--- src/rtl/core/bcsg_pkg.sv ---
package bcsg_pkg;

  // Limits and fixed point
  localparam int unsigned FRAC_BITS   = 8;
  localparam int unsigned MAX_WIDTH   = 1024;
  localparam int unsigned MAX_SENSORS = 16;

  // Field widths
  localparam int unsigned MASK_W  = 16;
  localparam int unsigned IDX_W   = 4;
  localparam int unsigned GREY_W  = 8;
  localparam int unsigned COL_W   = 10;
  localparam int unsigned ROW_W   = 12;

  // Register widths
  localparam int unsigned NS_W    = 5;
  localparam int unsigned PW_W    = 11;
  localparam int unsigned SP_W    = 11;
  localparam int unsigned CANV_W  = 13;
  localparam int unsigned OFF_W   = 12;

  localparam int unsigned CFG_IDX_W  = 3;
  localparam int unsigned CFG_DATA_W = 13;

  // Datapath widths
  localparam int unsigned XPOS_W  = 13;                    // column + offset
  localparam int unsigned KMAG_W  = IDX_W + 1;             // |2(s-t)+-1|
  localparam int unsigned BMUL_W  = IDX_W + 2;             // 2t+1 (upper), 2t+3 (lower)
  localparam int unsigned NUM_W   = SP_W + KMAG_W;         // |numerator|
  localparam int unsigned BASE_W  = SP_W + BMUL_W;         // edge intercept
  localparam int unsigned DIVD_W  = NUM_W + FRAC_BITS;     // dividend, one stage per bit
  localparam int unsigned SLOPE_W = DIVD_W + 1;
  localparam int unsigned PROD_W  = SLOPE_W + XPOS_W + 1;
  localparam int unsigned H_W     = PROD_W + 1;

  localparam logic [ROW_W-1:0]    ROW_MAX   = '1;
  localparam logic [NS_W-1:0]     SENS_SAT  = NS_W'(MAX_SENSORS);
  localparam logic [PW_W-1:0]     WIDTH_SAT = PW_W'(MAX_WIDTH);
  localparam logic signed [H_W-1:0] ROUND_FX = H_W'(1) << FRAC_BITS;

  // Register indexes
  typedef enum logic [CFG_IDX_W-1:0] {
    CFG_NUM_SENSORS     = 3'd0,
    CFG_PIXEL_WIDTH     = 3'd1,
    CFG_ELEMENT_SPACING = 3'd2,
    CFG_CANVAS_SIZE     = 3'd3,
    CFG_COLUMN_OFFSET   = 3'd4
  } cfg_idx_e;

  typedef struct packed {
    logic [NS_W-1:0]   num_sensors;
    logic [PW_W-1:0]   pixel_width;
    logic [SP_W-1:0]   element_spacing;
    logic [CANV_W-1:0] canvas_size;
    logic [OFF_W-1:0]  column_offset;
  } cfg_t;

  typedef struct packed {
    logic [MASK_W-1:0] source_mask;
    logic [IDX_W-1:0]  source_index;
    logic [IDX_W-1:0]  sensor_index;
    logic [GREY_W-1:0] intensity;
    logic [COL_W-1:0]  column;
  } in_t;

  typedef struct packed {
    logic [COL_W-1:0]  column_out;
    logic [ROW_W-1:0]  row_start;
    logic [ROW_W-1:0]  row_end;
    logic [GREY_W-1:0] grey_level;
  } out_t;

  // Data that rides alongside the divider
  typedef struct packed {
    logic [1:0][BASE_W-1:0] base;
    logic [XPOS_W-1:0]      xpos;
    logic [COL_W-1:0]       column;
    logic [GREY_W-1:0]      grey;
  } side_t;

  // Lane 0 is the upper edge, lane 1 the lower edge
  typedef struct packed {
    logic [1:0]             neg;
    logic [1:0][DIVD_W-1:0] mag;
    side_t                  side;
  } div_req_t;

  typedef struct packed {
    logic [1:0]             neg;
    logic [1:0]             rem_nz;
    logic [1:0][DIVD_W-1:0] quo;
    side_t                  side;
  } div_res_t;

endpackage

--- src/rtl/core/bcsg_edge.sv ---
module bcsg_edge (
  input  logic               clk_i,
  input  logic               rst_ni,
  input  logic               en_i,
  input  logic               valid_i,
  input  bcsg_pkg::div_res_t res_i,
  output logic               valid_o,
  output bcsg_pkg::out_t     span_o
);
  import bcsg_pkg::*;

  logic [2:0]                v_q;
  logic signed [SLOPE_W-1:0] slope_d [2];
  logic signed [SLOPE_W-1:0] slope_q [2];
  side_t                     side1_q;
  logic signed [PROD_W-1:0]  prod_d [2];
  logic signed [PROD_W-1:0]  prod_q [2];
  side_t                     side2_q;
  logic [ROW_W-1:0]          row_d [2];
  out_t                      span_q;

  // Stage 1: signed slope, floored toward minus infinity
  always_comb begin
    logic [SLOPE_W-1:0] q_ext;
    logic [SLOPE_W-1:0] q_up;
    for (int l = 0; l < 2; l++) begin
      q_ext      = {1'b0, res_i.quo[l]};
      q_up       = q_ext + SLOPE_W'(res_i.rem_nz[l]);
      slope_d[l] = res_i.neg[l] ? $signed(-q_up) : $signed(q_ext);
    end
  end

  // Stage 2: slope times horizontal position
  always_comb begin
    for (int l = 0; l < 2; l++) begin
      prod_d[l] = PROD_W'(slope_q[l]) * $signed({1'b0, side1_q.xpos});
    end
  end

  // Stage 3: add intercept, round half up to rows, clamp
  always_comb begin
    logic signed [H_W-1:0] h;
    logic signed [H_W-1:0] y_full;
    for (int l = 0; l < 2; l++) begin
      h = H_W'(prod_q[l]) +
          $signed({{(H_W-BASE_W-FRAC_BITS){1'b0}}, side2_q.base[l], {FRAC_BITS{1'b0}}}) +
          ROUND_FX;
      y_full = h >>> (FRAC_BITS + 1);
      if (y_full[H_W-1]) begin
        row_d[l] = '0;
      end else if (|y_full[H_W-2:ROW_W]) begin
        row_d[l] = ROW_MAX;
      end else begin
        row_d[l] = y_full[ROW_W-1:0];
      end
    end
  end

  always_ff @(posedge clk_i or negedge rst_ni) begin
    if (!rst_ni) begin
      v_q <= '0;
    end else if (en_i) begin
      v_q <= {v_q[1:0], valid_i};
    end
  end

  always_ff @(posedge clk_i) begin
    if (en_i) begin
      slope_q           <= slope_d;
      side1_q           <= res_i.side;
      prod_q            <= prod_d;
      side2_q           <= side1_q;
      span_q.column_out <= side2_q.column;
      span_q.row_start  <= row_d[0];
      span_q.row_end    <= row_d[1];
      span_q.grey_level <= side2_q.grey;
    end
  end

  assign valid_o = v_q[2];
  assign span_o  = span_q;

endmodule

--- config.mk ---
export PLATFORM = sky130hd
export DESIGN_NAME = bcsg_edge
export DESIGN_NICKNAME = d
export VERILOG_FILES = /design/src/rtl/core/bcsg_pkg.sv /design/src/rtl/core/bcsg_edge.sv
export SDC_FILE = /design/constraint.sdc
export NUM_CORES = 2
export LEC_CHECK = 0
export BUFFER_PORTS_ARGS = -buffer_cell sky130_fd_sc_hd__buf_2
export CAP_MARGIN = 20
export CORE_AREA = 2 2 290 292
export DETAILED_ROUTE_END_ITERATION = 16
export DIE_AREA = 0 0 292 294
export GPL_TIMING_DRIVEN = 1
export PLACE_DENSITY = 0.6
export SLEW_MARGIN = 20
export SYNTH_ARGS = -nofsm -noshare
export SYNTH_HDL_FRONTEND = slang
export SYNTH_SLANG_ARGS = --single-unit
export TNS_END_PERCENT = 5
--- constraint.sdc ---
create_clock -name clk_i -period 14.86 [get_ports clk_i]
set_input_delay 2.972 -clock clk_i [delete_from_list [all_inputs] [get_ports clk_i]]
set_output_delay 2.972 -clock clk_i [all_outputs]
set_load 0.02 [all_outputs]
==> flow_summary_export.csv <==
group,metric,value,unit
yosys,synthFlopType,"edfxtp_1",
yosys,async_flop_share,1.09,%
timing,post-route-period-util,49.3,%
worst_setup_path,endpoint_kind,"register",
timing,totalNegativeSetupSlack,0,ns
worst_setup_path,path_common_cell,"fa_1",
floorplan,ios,164,
floorplan,initial_core_util,44.4,%
flow_run,drv_cap,0,
drt,route.detailed.drc,0,
drt,firstDrtPassIters,5,
grt,grt_pass1_vias,26000,
clock_network,cts_made_buffers,37,
yosys,synth.area.top_cells,"fa_1 (33%), edfxtp_1 (22%), ha_1 (10%)",
floorplan,die_y,294,um
clock_network,clock_sinks,274,
run_status,status,"finished clean",
worst_setup_path,worst-setup-path-type,"register to register",
floorplan,die-area,0.0858,sq mm
place,dp_hpwl,60.8,mm
yosys,synth-seq-cells,274,
clock_network,cts_buffer_depth,3,
floorplan,fp.coreArea,0.0829,sq mm
drt,vias,25000,
worst_setup_path,start_kind,"register",
yosys,yosysTopAreaCell,"fa_1",
worst_setup_path,path_buf_inv,5,
yosys,syn_area,0.0368,sq mm
clock_network,clock_latency,0.57,ns
clock_network,post_cts_buffers,0,
clock_network,htree_levels,2,
worst_setup_path,critPathMaxFanout,26,
min_path,hold_start,"side1_q[46]",
floorplan,std_cell_rows,106,
clock_network,clockRootBuffer,"clkbuf_16",
clock_network,post_cts_resize_count,0,
yosys,syn_nets,4725,
grt,antenna_found_initial,4,
worst_setup_path,cp_slowest_cell,"edfxtp_1",
worst_setup_path,crit_start,"side1_q[20]",
timing,rsz0062_at_grt,"no",
clock_network,postCtsHoldBufs,0,
place,placed_area,0.0386,sq mm
min_path,hp-class,"register to register",
drt,finalWirelength,79.2,mm
worst_setup_path,crit_chain,"buf_4 > and2_1 > fa_1 > inv_1 > fa_1 > inv_1 > fa_1 > fa_1 > fa_1 > inv_1 > fa_1 > inv_1 > ha_1 > a21o_1 > a21o_1 > a21oi_1 > o21ai_1 > o211ai_1 > o21ai_1 > o21ai_0 > or4b_1 > o211ai_1",
worst_setup_path,timing.rr.start,"side1_q[20]",
place,pre_cts_ws,7.54,ns
timing,fmax,137,MHz
timing,setup_viol_count_final,0,
worst_setup_path,required,15.25,ns
grt,grt_remaining_overflow,0,
yosys,synth_top_area_share,32.7,%
worst_setup_path,arrival,7.71,ns
timing,slew_violations,0,
grt,grt_max_degree,77,
place,port_buffers,163,
worst_setup_path,crit_family,"adder cells",
drt,drtIter0Drc,1470,
timing,fin_ws,7.54,ns
yosys,synthCells,3704,
yosys,synth_cell_types,95,
final_layout,num-fill-cells,7790,
yosys,synth_enable_flop_cells,271,
timing,finClkSkew,0.0417,ns
timing,min_period,7.32,ns
worst_setup_path,critPathMaxStageDelay,0.74,ns
clock_network,tritoncts,"built",
yosys,yosysWarningCount,0,
yosys,synth_seq_area_share,22.3,%
timing,hold_viol,0,
floorplan,die-width,292,um
final_layout,syn_to_final_growth,8.01,%
timing,worst_pin_slew,1.02,ns
final_layout,num-nets-final,4798,
grt,grtUsageTotal,19.3,%
drt,ant_nets,0,
final_layout,fin_area,0.0398,sq mm
grt,grt_pass1_wl,134,mm
final_layout,layout-drive-gt1-share,7.52,%
clock_network,clkTransAtPathRegs,0.05,ns
yosys,synth_area_per_cell,9.95,sq um
place,gp_congestion,0.844,
timing,max_slew_margin,31.2,%
drt,wire_per_inst,16.2,um
drt,viasPerCell,5.11,
## sequential cells by signal (all words and copies together) (netlist names)
register and flops:
slope_q 50, v_q 3, side2_q 52, side1_q 65, prod_q 62, span_o 42
## final timing paths
path                               end  slack (ns)  cells after the start
max                         prod_q[33]        7.54                     22
min                        side2_q[46]        0.41                      0
max reg2reg                 prod_q[33]        7.54                     22
min reg2reg                side2_q[46]        0.41                      0
max in group asynchronous       v_q[2]       12.56                      1
min in group asynchronous       v_q[0]        2.19                      1
## logic make-up (layout without fill, tap and decap cells)
kind of cell	after synthesis	in the layout	share of synthesized area, %
buffers and inverters	910	1011	9.35
other	0	3	0
adders and majority gates	900	900	42.8
DFF	274	274	22.3
AOI/OAI and AO/OA	447	447	8.06
and+or+nand+nor	1030	1030	14.0
muxes	20	20	0.571
xor gates and xnor gates	123	123	2.92
## cells in the mapped netlist, types with 17 or more instances
cell / count
o21ai_0: 84
a21oi_1: 119
xnor2_1: 88
and3_1: 22
a31oi_1: 17
a21o_1: 49
a211oi_1: 19
ha_1: 298
o21a_1: 19
edfxtp_1: 271
clkbuf_1: 137
nand3_1: 41
fa_1: 602
nor2_1: 99
and2_1: 327
xor2_1: 35
nand2_1: 422
nor3_1: 28
inv_1: 764
## layout by cell type (no fill, tap or decap), types with 6 or more instances in the layout
cell       count
a211o_1       13
a211oi_1      19
a21o_1        49
a21oi_1      118
a21oi_2       14
a31oi_1       15
and2_1       327
and3_1        22
and4_1         6
buf_2        162
buf_4         16
clkbuf_1      11
clkbuf_16     38
clkinv_1       6
edfxtp_1     271
fa_1         602
ha_1         298
inv_1        764
mux2_2         7
mux2i_1       12
nand2_1      422
nand2b_1      12
nand3_1       41
nand4_1       14
nor2_1        99
nor2b_1       16
nor3_1        28
o211ai_1      15
o21a_1        19
o21ai_0       84
o21ai_1       10
o21bai_1      16
o31ai_1        7
or3_1          7
xnor2_1       88
xor2_1        35
## layout make-up
type                       instances  area (sq um)  share of cell area (%)
antenna                            3          7.51                  0.0189
clock buffer                      49           992                    2.49
clock inverter                    18           203                   0.509
inverter                         765          2870                    7.22
multi-input combinational       2520         25200                    63.4
sequential                       274          8210                    20.6
tap                             1080          1350                    3.40
timing repair buffer             179           946                    2.38
## per-layer routing
layer  up-vias  part of all wire (%)  track usage, %  routed length (um)
li1      11800                     -               -                   -
met1     12500                    48            28.2               38100
met2       541                    45            30.8               35600
met3        67                   5.4            2.55                4300
met4         0                   1.5            3.62                1200
met5         -                     0               0                   0
## stage by stage
stage	hold WS, ns	util [%]	std cells
2_1_floorplan	0.400	-	3704
3_3_place_gp	0.401	46.5	4818
3_5_place_dp	0.405	46.5	4818
4_1_cts	0.416	48.0	4885
5_1_grt	0.419	48.0	4885
6_report	0.415	48.0	4888
Power is left out: the tool's default activity adds up to more than one toggle a clock period on the data nets, which glitch-free logic cannot reach.
