`src/rtl/core/bcsg_pkg.sv`:
```
package bcsg_pkg;

  // Limits and fixed point
  localparam int unsigned FRAC_BITS   = 8;
  localparam int unsigned MAX_WIDTH   = 1024;
  localparam int unsigned MAX_SENSORS = 16;

  // Field widths
  localparam int unsigned MASK_W  = 16;
  localparam int unsigned IDX_W   = 4;
  localparam int unsigned GREY_W  = 8;
  localparam int unsigned COL_W   = 10;
  localparam int unsigned ROW_W   = 12;

  // Register widths
  localparam int unsigned NS_W    = 5;
  localparam int unsigned PW_W    = 11;
  localparam int unsigned SP_W    = 11;
  localparam int unsigned CANV_W  = 13;
  localparam int unsigned OFF_W   = 12;

  localparam int unsigned CFG_IDX_W  = 3;
  localparam int unsigned CFG_DATA_W = 13;

  // Datapath widths
  localparam int unsigned XPOS_W  = 13;                    // column + offset
  localparam int unsigned KMAG_W  = IDX_W + 1;             // |2(s-t)+-1|
  localparam int unsigned BMUL_W  = IDX_W + 2;             // 2t+1 (upper), 2t+3 (lower)
  localparam int unsigned NUM_W   = SP_W + KMAG_W;         // |numerator|
  localparam int unsigned BASE_W  = SP_W + BMUL_W;         // edge intercept
  localparam int unsigned DIVD_W  = NUM_W + FRAC_BITS;     // dividend, one stage per bit
  localparam int unsigned SLOPE_W = DIVD_W + 1;
  localparam int unsigned PROD_W  = SLOPE_W + XPOS_W + 1;
  localparam int unsigned H_W     = PROD_W + 1;

  localparam logic [ROW_W-1:0]    ROW_MAX   = '1;
  localparam logic [NS_W-1:0]     SENS_SAT  = NS_W'(MAX_SENSORS);
  localparam logic [PW_W-1:0]     WIDTH_SAT = PW_W'(MAX_WIDTH);
  localparam logic signed [H_W-1:0] ROUND_FX = H_W'(1) << FRAC_BITS;

  // Register indexes
  typedef enum logic [CFG_IDX_W-1:0] {
    CFG_NUM_SENSORS     = 3'd0,
    CFG_PIXEL_WIDTH     = 3'd1,
    CFG_ELEMENT_SPACING = 3'd2,
    CFG_CANVAS_SIZE     = 3'd3,
    CFG_COLUMN_OFFSET   = 3'd4
  } cfg_idx_e;

  typedef struct packed {
    logic [NS_W-1:0]   num_sensors;
    logic [PW_W-1:0]   pixel_width;
    logic [SP_W-1:0]   element_spacing;
    logic [CANV_W-1:0] canvas_size;
    logic [OFF_W-1:0]  column_offset;
  } cfg_t;

  typedef struct packed {
    logic [MASK_W-1:0] source_mask;
    logic [IDX_W-1:0]  source_index;
    logic [IDX_W-1:0]  sensor_index;
    logic [GREY_W-1:0] intensity;
    logic [COL_W-1:0]  column;
  } in_t;

  typedef struct packed {
    logic [COL_W-1:0]  column_out;
    logic [ROW_W-1:0]  row_start;
    logic [ROW_W-1:0]  row_end;
    logic [GREY_W-1:0] grey_level;
  } out_t;

  // Data that rides alongside the divider
  typedef struct packed {
    logic [1:0][BASE_W-1:0] base;
    logic [XPOS_W-1:0]      xpos;
    logic [COL_W-1:0]       column;
    logic [GREY_W-1:0]      grey;
  } side_t;

  // Lane 0 is the upper edge, lane 1 the lower edge
  typedef struct packed {
    logic [1:0]             neg;
    logic [1:0][DIVD_W-1:0] mag;
    side_t                  side;
  } div_req_t;

  typedef struct packed {
    logic [1:0]             neg;
    logic [1:0]             rem_nz;
    logic [1:0][DIVD_W-1:0] quo;
    side_t                  side;
  } div_res_t;

endpackage

```
`src/rtl/core/bcsg_div.sv`:
```
module bcsg_div (
  input  logic                      clk_i,
  input  logic                      rst_ni,
  input  logic                      en_i,
  input  logic                      valid_i,
  input  bcsg_pkg::div_req_t        req_i,
  input  logic [bcsg_pkg::CANV_W-1:0] den_i,
  output logic                      valid_o,
  output bcsg_pkg::div_res_t        res_o
);
  import bcsg_pkg::*;

  // One restoring step per stage, quotient bits shift in from the right
  logic [DIVD_W-1:0]            v_q;
  logic [1:0][CANV_W-1:0]       rem_d [DIVD_W];
  logic [1:0][CANV_W-1:0]       rem_q [DIVD_W];
  logic [1:0][DIVD_W-1:0]       dq_d  [DIVD_W];
  logic [1:0][DIVD_W-1:0]       dq_q  [DIVD_W];
  logic [1:0]                   neg_q [DIVD_W];
  side_t                        side_q [DIVD_W];

  always_comb begin
    logic [1:0][CANV_W-1:0] rem_p;
    logic [1:0][DIVD_W-1:0] dq_p;
    logic [CANV_W:0]        trial;
    logic                   ge;
    for (int g = 0; g < DIVD_W; g++) begin
      if (g == 0) begin
        rem_p = '0;
        dq_p  = req_i.mag;
      end else begin
        rem_p = rem_q[g-1];
        dq_p  = dq_q[g-1];
      end
      for (int l = 0; l < 2; l++) begin
        trial          = {rem_p[l], dq_p[l][DIVD_W-1]};
        ge             = trial >= {1'b0, den_i};
        rem_d[g][l]    = ge ? CANV_W'(trial - {1'b0, den_i}) : trial[CANV_W-1:0];
        dq_d[g][l]     = {dq_p[l][DIVD_W-2:0], ge};
      end
    end
  end

  // Valid bits travel with the stages
  always_ff @(posedge clk_i or negedge rst_ni) begin
    if (!rst_ni) begin
      v_q <= '0;
    end else if (en_i) begin
      v_q <= {v_q[DIVD_W-2:0], valid_i};
    end
  end

  always_ff @(posedge clk_i) begin
    if (en_i) begin
      for (int g = 0; g < DIVD_W; g++) begin
        rem_q[g] <= rem_d[g];
        dq_q[g]  <= dq_d[g];
        if (g == 0) begin
          neg_q[g]  <= req_i.neg;
          side_q[g] <= req_i.side;
        end else begin
          neg_q[g]  <= neg_q[g-1];
          side_q[g] <= side_q[g-1];
        end
      end
    end
  end

  always_comb begin
    res_o.neg       = neg_q[DIVD_W-1];
    res_o.quo       = dq_q[DIVD_W-1];
    res_o.rem_nz[0] = |rem_q[DIVD_W-1][0];
    res_o.rem_nz[1] = |rem_q[DIVD_W-1][1];
    res_o.side      = side_q[DIVD_W-1];
  end

  assign valid_o = v_q[DIVD_W-1];

endmodule

```
`config.mk`:
```
export PLATFORM = sky130hd
export DESIGN_NAME = bcsg_div
export DESIGN_NICKNAME = d
export VERILOG_FILES = /design/src/rtl/core/bcsg_pkg.sv /design/src/rtl/core/bcsg_div.sv
export SDC_FILE = /design/constraint.sdc
export NUM_CORES = 2
export LEC_CHECK = 0
export BUFFER_PORTS_ARGS = -buffer_cell sky130_fd_sc_hd__buf_2
export CORE_AREA = 8 8 510 512
export DETAILED_ROUTE_END_ITERATION = 10
export DIE_AREA = 0 0 518 520
export PLACE_DENSITY = 0.71
export REMOVE_ABC_BUFFERS = 1
export SLEW_MARGIN = 40
export SYNTH_ARGS = -nofsm -noshare
export SYNTH_HDL_FRONTEND = slang
export SYNTH_SLANG_ARGS = --single-unit
```
`constraint.sdc`:
```
create_clock -name clk_i -period 4.3 [get_ports clk_i]
set_input_delay 0.43 -clock clk_i [delete_from_list [all_inputs] [get_ports clk_i]]
set_output_delay 0.43 -clock clk_i [all_outputs]
set_load 0.01 [all_outputs]
```
==> out/summary.txt <==
Avg Inst Size Synth: 17.1 um2
Fmax: 311 MHz
Leak pwr: 57.0 nW
CTS Buffer Depth: 4
Core footprint: 0.252 mm2
R2R Path End: rem_q[0][142]
Post-synthesis sequential area ratio: 74.3%
Clk Latency, worst-skew pair: 0.99 ns
CP Buf/Inv Count: 2
Inserted Clock Buffers: 354
Yosys warning total: 0
Reg area: 0.102 mm2
Worst Skew: 0.106 ns
Fillcell total: 17,800
Final antenna-violating net count: 0
1st-iter DRT viols: 4,165
WL final: 241 mm
DIE HEIGHT: 520 um
Post-synth EDFFs: 3,384
CTS H-Tree Depth: 5
Die ar.: 0.269 mm2
Final Hold Viols: 0
Ports: 250
CTS tree: built
Reg2Reg Setup Slack: 1.08 ns
WL met1: 102 mm
Worst r2r src: dq_q[0][215]
Initial Util: 54.5%
Cell row count: 185
Setup_tns: 0 ns
Status: completed
GPL Wtd Cong: 0.884
Synth Area in Compound Gates: 6.60%
Drt wl/cell: 19.4 um
Main combinational cell family by area after synthesis: compound AO/OA/AOI/OAI gates
Post-Synth Simple-Gate Area: 4.59%
Max VDD drop: 0.408 mV
Worst-path clk slew: 0.06 ns
Dominant delay contributor by cell family on the critical path: compound AO/OA/AOI/OAI gates
Largest net degree at the start of global routing: 148
Power Dens Cells: 654 mW/mm2
Delay of the slowest critical-path stage: 0.49 ns
Top sig layer: met4
Headroom to the max-slew limit: 39.2%
Cell area after synthesis: 0.138 mm2
Slew Viols, Final: 0
Final setup vio count: 0
Clock sink total: 3,408
Multi-input gate area: 0.0333 mm2
CTS Root Cell: clkbuf_16
Post-Synth XOR/XNOR Area: 2.25%
Crit-path max FO: 14
Die width: 518 um
Reg2Reg Depth: 11
Placed wire-length estimate: 150 mm
Type of origin of the critical path: register
Fin util: 61.9%
Final Hold Slack: 0.0796 ns
Number of antenna violations at the first check in global routing: 8
Adder-cell share of the synthesized area: 6.15%
WP data required: 5.04 ns
Critical Path End Type: register
Layout Nets: 9,565
Slowest cell on crit path: a21boi_0
Main synth FF type: edfxtp_1
Worst setup margin: 1.08 ns
Final critical-path required period: 3.22 ns
Post-synthesis mux area share: 4.60%
Distinct cells, synth: 72
GR Overflow Total: 0
RSZ-0062 raised after global routing: false
Hold Crit Class: in2async
TritonRoute pass-1 iters: 5
WL met2: 121 mm
Met3 routed wirelength: 10.3 mm
Total track usage: 17.3%
Vias in the first global route: 70,200
Final worst-path cycle share: 74.8%
CP Data Arrival Time: 3.95 ns
Pre-CTS setup slack: 0.455 ns
First-pass GRT wire length: 376 mm
I/O Buffers: 249
Asr flop ratio synth: 0.704%
Drt drc: 0
Via count: 68,400
Worst-Margin Slew: 0.912 ns
MaxCap Viol Count: 0
Share of cells above drive strength 1: 16.4%
#FFs+latches synth: 3,408
Vias/cell: 5.51
CP Class: reg2reg
Post-Synthesis Cells: 8,050
Worst path cell trace: inv_1, ha_1, fa_1, nor2b_1, o21ai_0, a21boi_0, a21oi_1, o221ai_1, a31oi_1, buf_4, mux2_2
Area Overhead vs Synth: 13.6%
==> sequential cells by signal, indices dropped and copies added (netlist names) <==
register	count
rem_q	624
dq_q	1152
neg_q	48
v_q	24
side_q	1560
==> layer usage <==
metal	vias up	global-route usage (%)
met5	-	0
met4	0	5.93
met3	496	3.09
met2	1488	30.6
met1	33600	21.6
li1	32800	-
==> cells in the final DEF, fill, tap and decap left out, types with 197 or more instances in the layout <==
master     instances
edfxtp_1        3384
xnor2_1          197
ha_1             602
buf_2            248
inv_1            213
mux2_2           476
clkbuf_16        359
a21oi_1          362
nor2_1           437
o21ai_0          229
==> worst max path at each step <==
stage | slack [ns] | to | from | cells past startpoint
CTS | 1.08 | rem_q[1][145] | dq_q[1][239] | 11
finish | 1.08 | rem_q[0][142] | dq_q[0][215] | 11
detailed placement | 0.45 | rem_q[2][197] | den_i[0] | 12
global route | 0.91 | rem_q[2][125] | dq_q[2][191] | 10
floorplan | 0.19 | rem_q[0][28] | den_i[7] | 9
global placement | 0.29 | rem_q[2][128] | den_i[0] | 10
==> tightest hold or removal path, cell delays in order <==
cell	delay [ns]
dlygate4sd3_1	0.52
buf_2	0.09
buf_2	0.42
==> per-stage QoR <==
| stage | cell area, um2 | total power [mW] | std cells |
|---|---|---|---|
| after CTS | 156000 | 103 | 12400 |
| after global placement | 144000 | 71.9 | 11700 |
| after floorplan | 136000 | 65.9 | 7863 |
| final | 156000 | 102 | 12400 |
| after detailed placement | 144000 | 73.0 | 11700 |
| after global routing | 156000 | 108 | 12400 |
==> what timing repair did <==
item / in CTS / in global routing
hold endpoints to repair: 153 / 0
setup buffers: 0 / 0
resized for setup: 0 / 0
hold buffers: 120 / 0
==> cells by family (layout without fill, tap and decap cells) <==
| logic type | Yosys count | in the layout |
|---|---|---|
| and+or+nand+nor | 1274 | 1274 |
| adders and majority gates | 648 | 648 |
| xor gates and xnor gates | 353 | 353 |
| other | 0 | 1 |
| AOI/OAI and AO/OA | 1384 | 1384 |
| muxes | 571 | 571 |
| buffers and inverters | 412 | 1416 |
| DFF | 3408 | 3408 |
==> synth_stat cells (18+ instances only) <==
library cell / n / area share [%]
o21ai_0: 229 / 0.83
nor3_1: 135 / 0.49
a311oi_1: 20 / 0.13
o21a_1: 167 / 0.91
a31oi_1: 63 / 0.29
nand3_1: 37 / 0.13
o22ai_1: 21 / 0.096
fa_1: 46 / 0.67
xnor2_1: 197 / 1.3
o31a_1: 34 / 0.22
buf_2: 39 / 0.14
nor2_1: 437 / 1.2
o21ai_1: 26 / 0.095
mux2_2: 476 / 3.9
ha_1: 602 / 5.5
clkbuf_1: 30 / 0.082
a21oi_1: 363 / 1.3
a211o_1: 18 / 0.11
o31ai_1: 71 / 0.39
nand4_1: 79 / 0.36
a21o_1: 131 / 0.72
nand2b_1: 71 / 0.32
nand2_1: 190 / 0.52
xor2_1: 156 / 0.99
o311ai_0: 22 / 0.14
edfxtp_1: 3384 / 74
or2_2: 32 / 0.15
and3_1: 30 / 0.14
a211oi_1: 42 / 0.23
inv_1: 225 / 0.61
dfrtp_1: 24 / 0.44
mux2i_1: 86 / 0.63
nor2b_1: 171 / 0.78
a21boi_0: 56 / 0.31
buf_4: 116 / 0.63
==> power by group <==
part / switching [mW] / total (mW) / internal (mW)
logic: 14.1 / 27.4 / 13.3
registers: 2.29 / 45.5 / 43.2
clock network: 12.1 / 29.3 / 17.2
total: 28.4 / 102 / 73.8
==> layout make-up <==
| type | count | area share (%) |
|---|---|---|
| antenna | 1 | 0.00160 |
| clock buffer | 433 | 5.95 |
| clock inverter | 192 | 1.15 |
| inverter | 225 | 0.544 |
| multi-input combinational | 4230 | 21.3 |
| sequential | 3408 | 65.4 |
| tap | 3366 | 2.70 |
| timing repair buffer | 566 | 2.92 |
(Power assumes the default switching activity.)
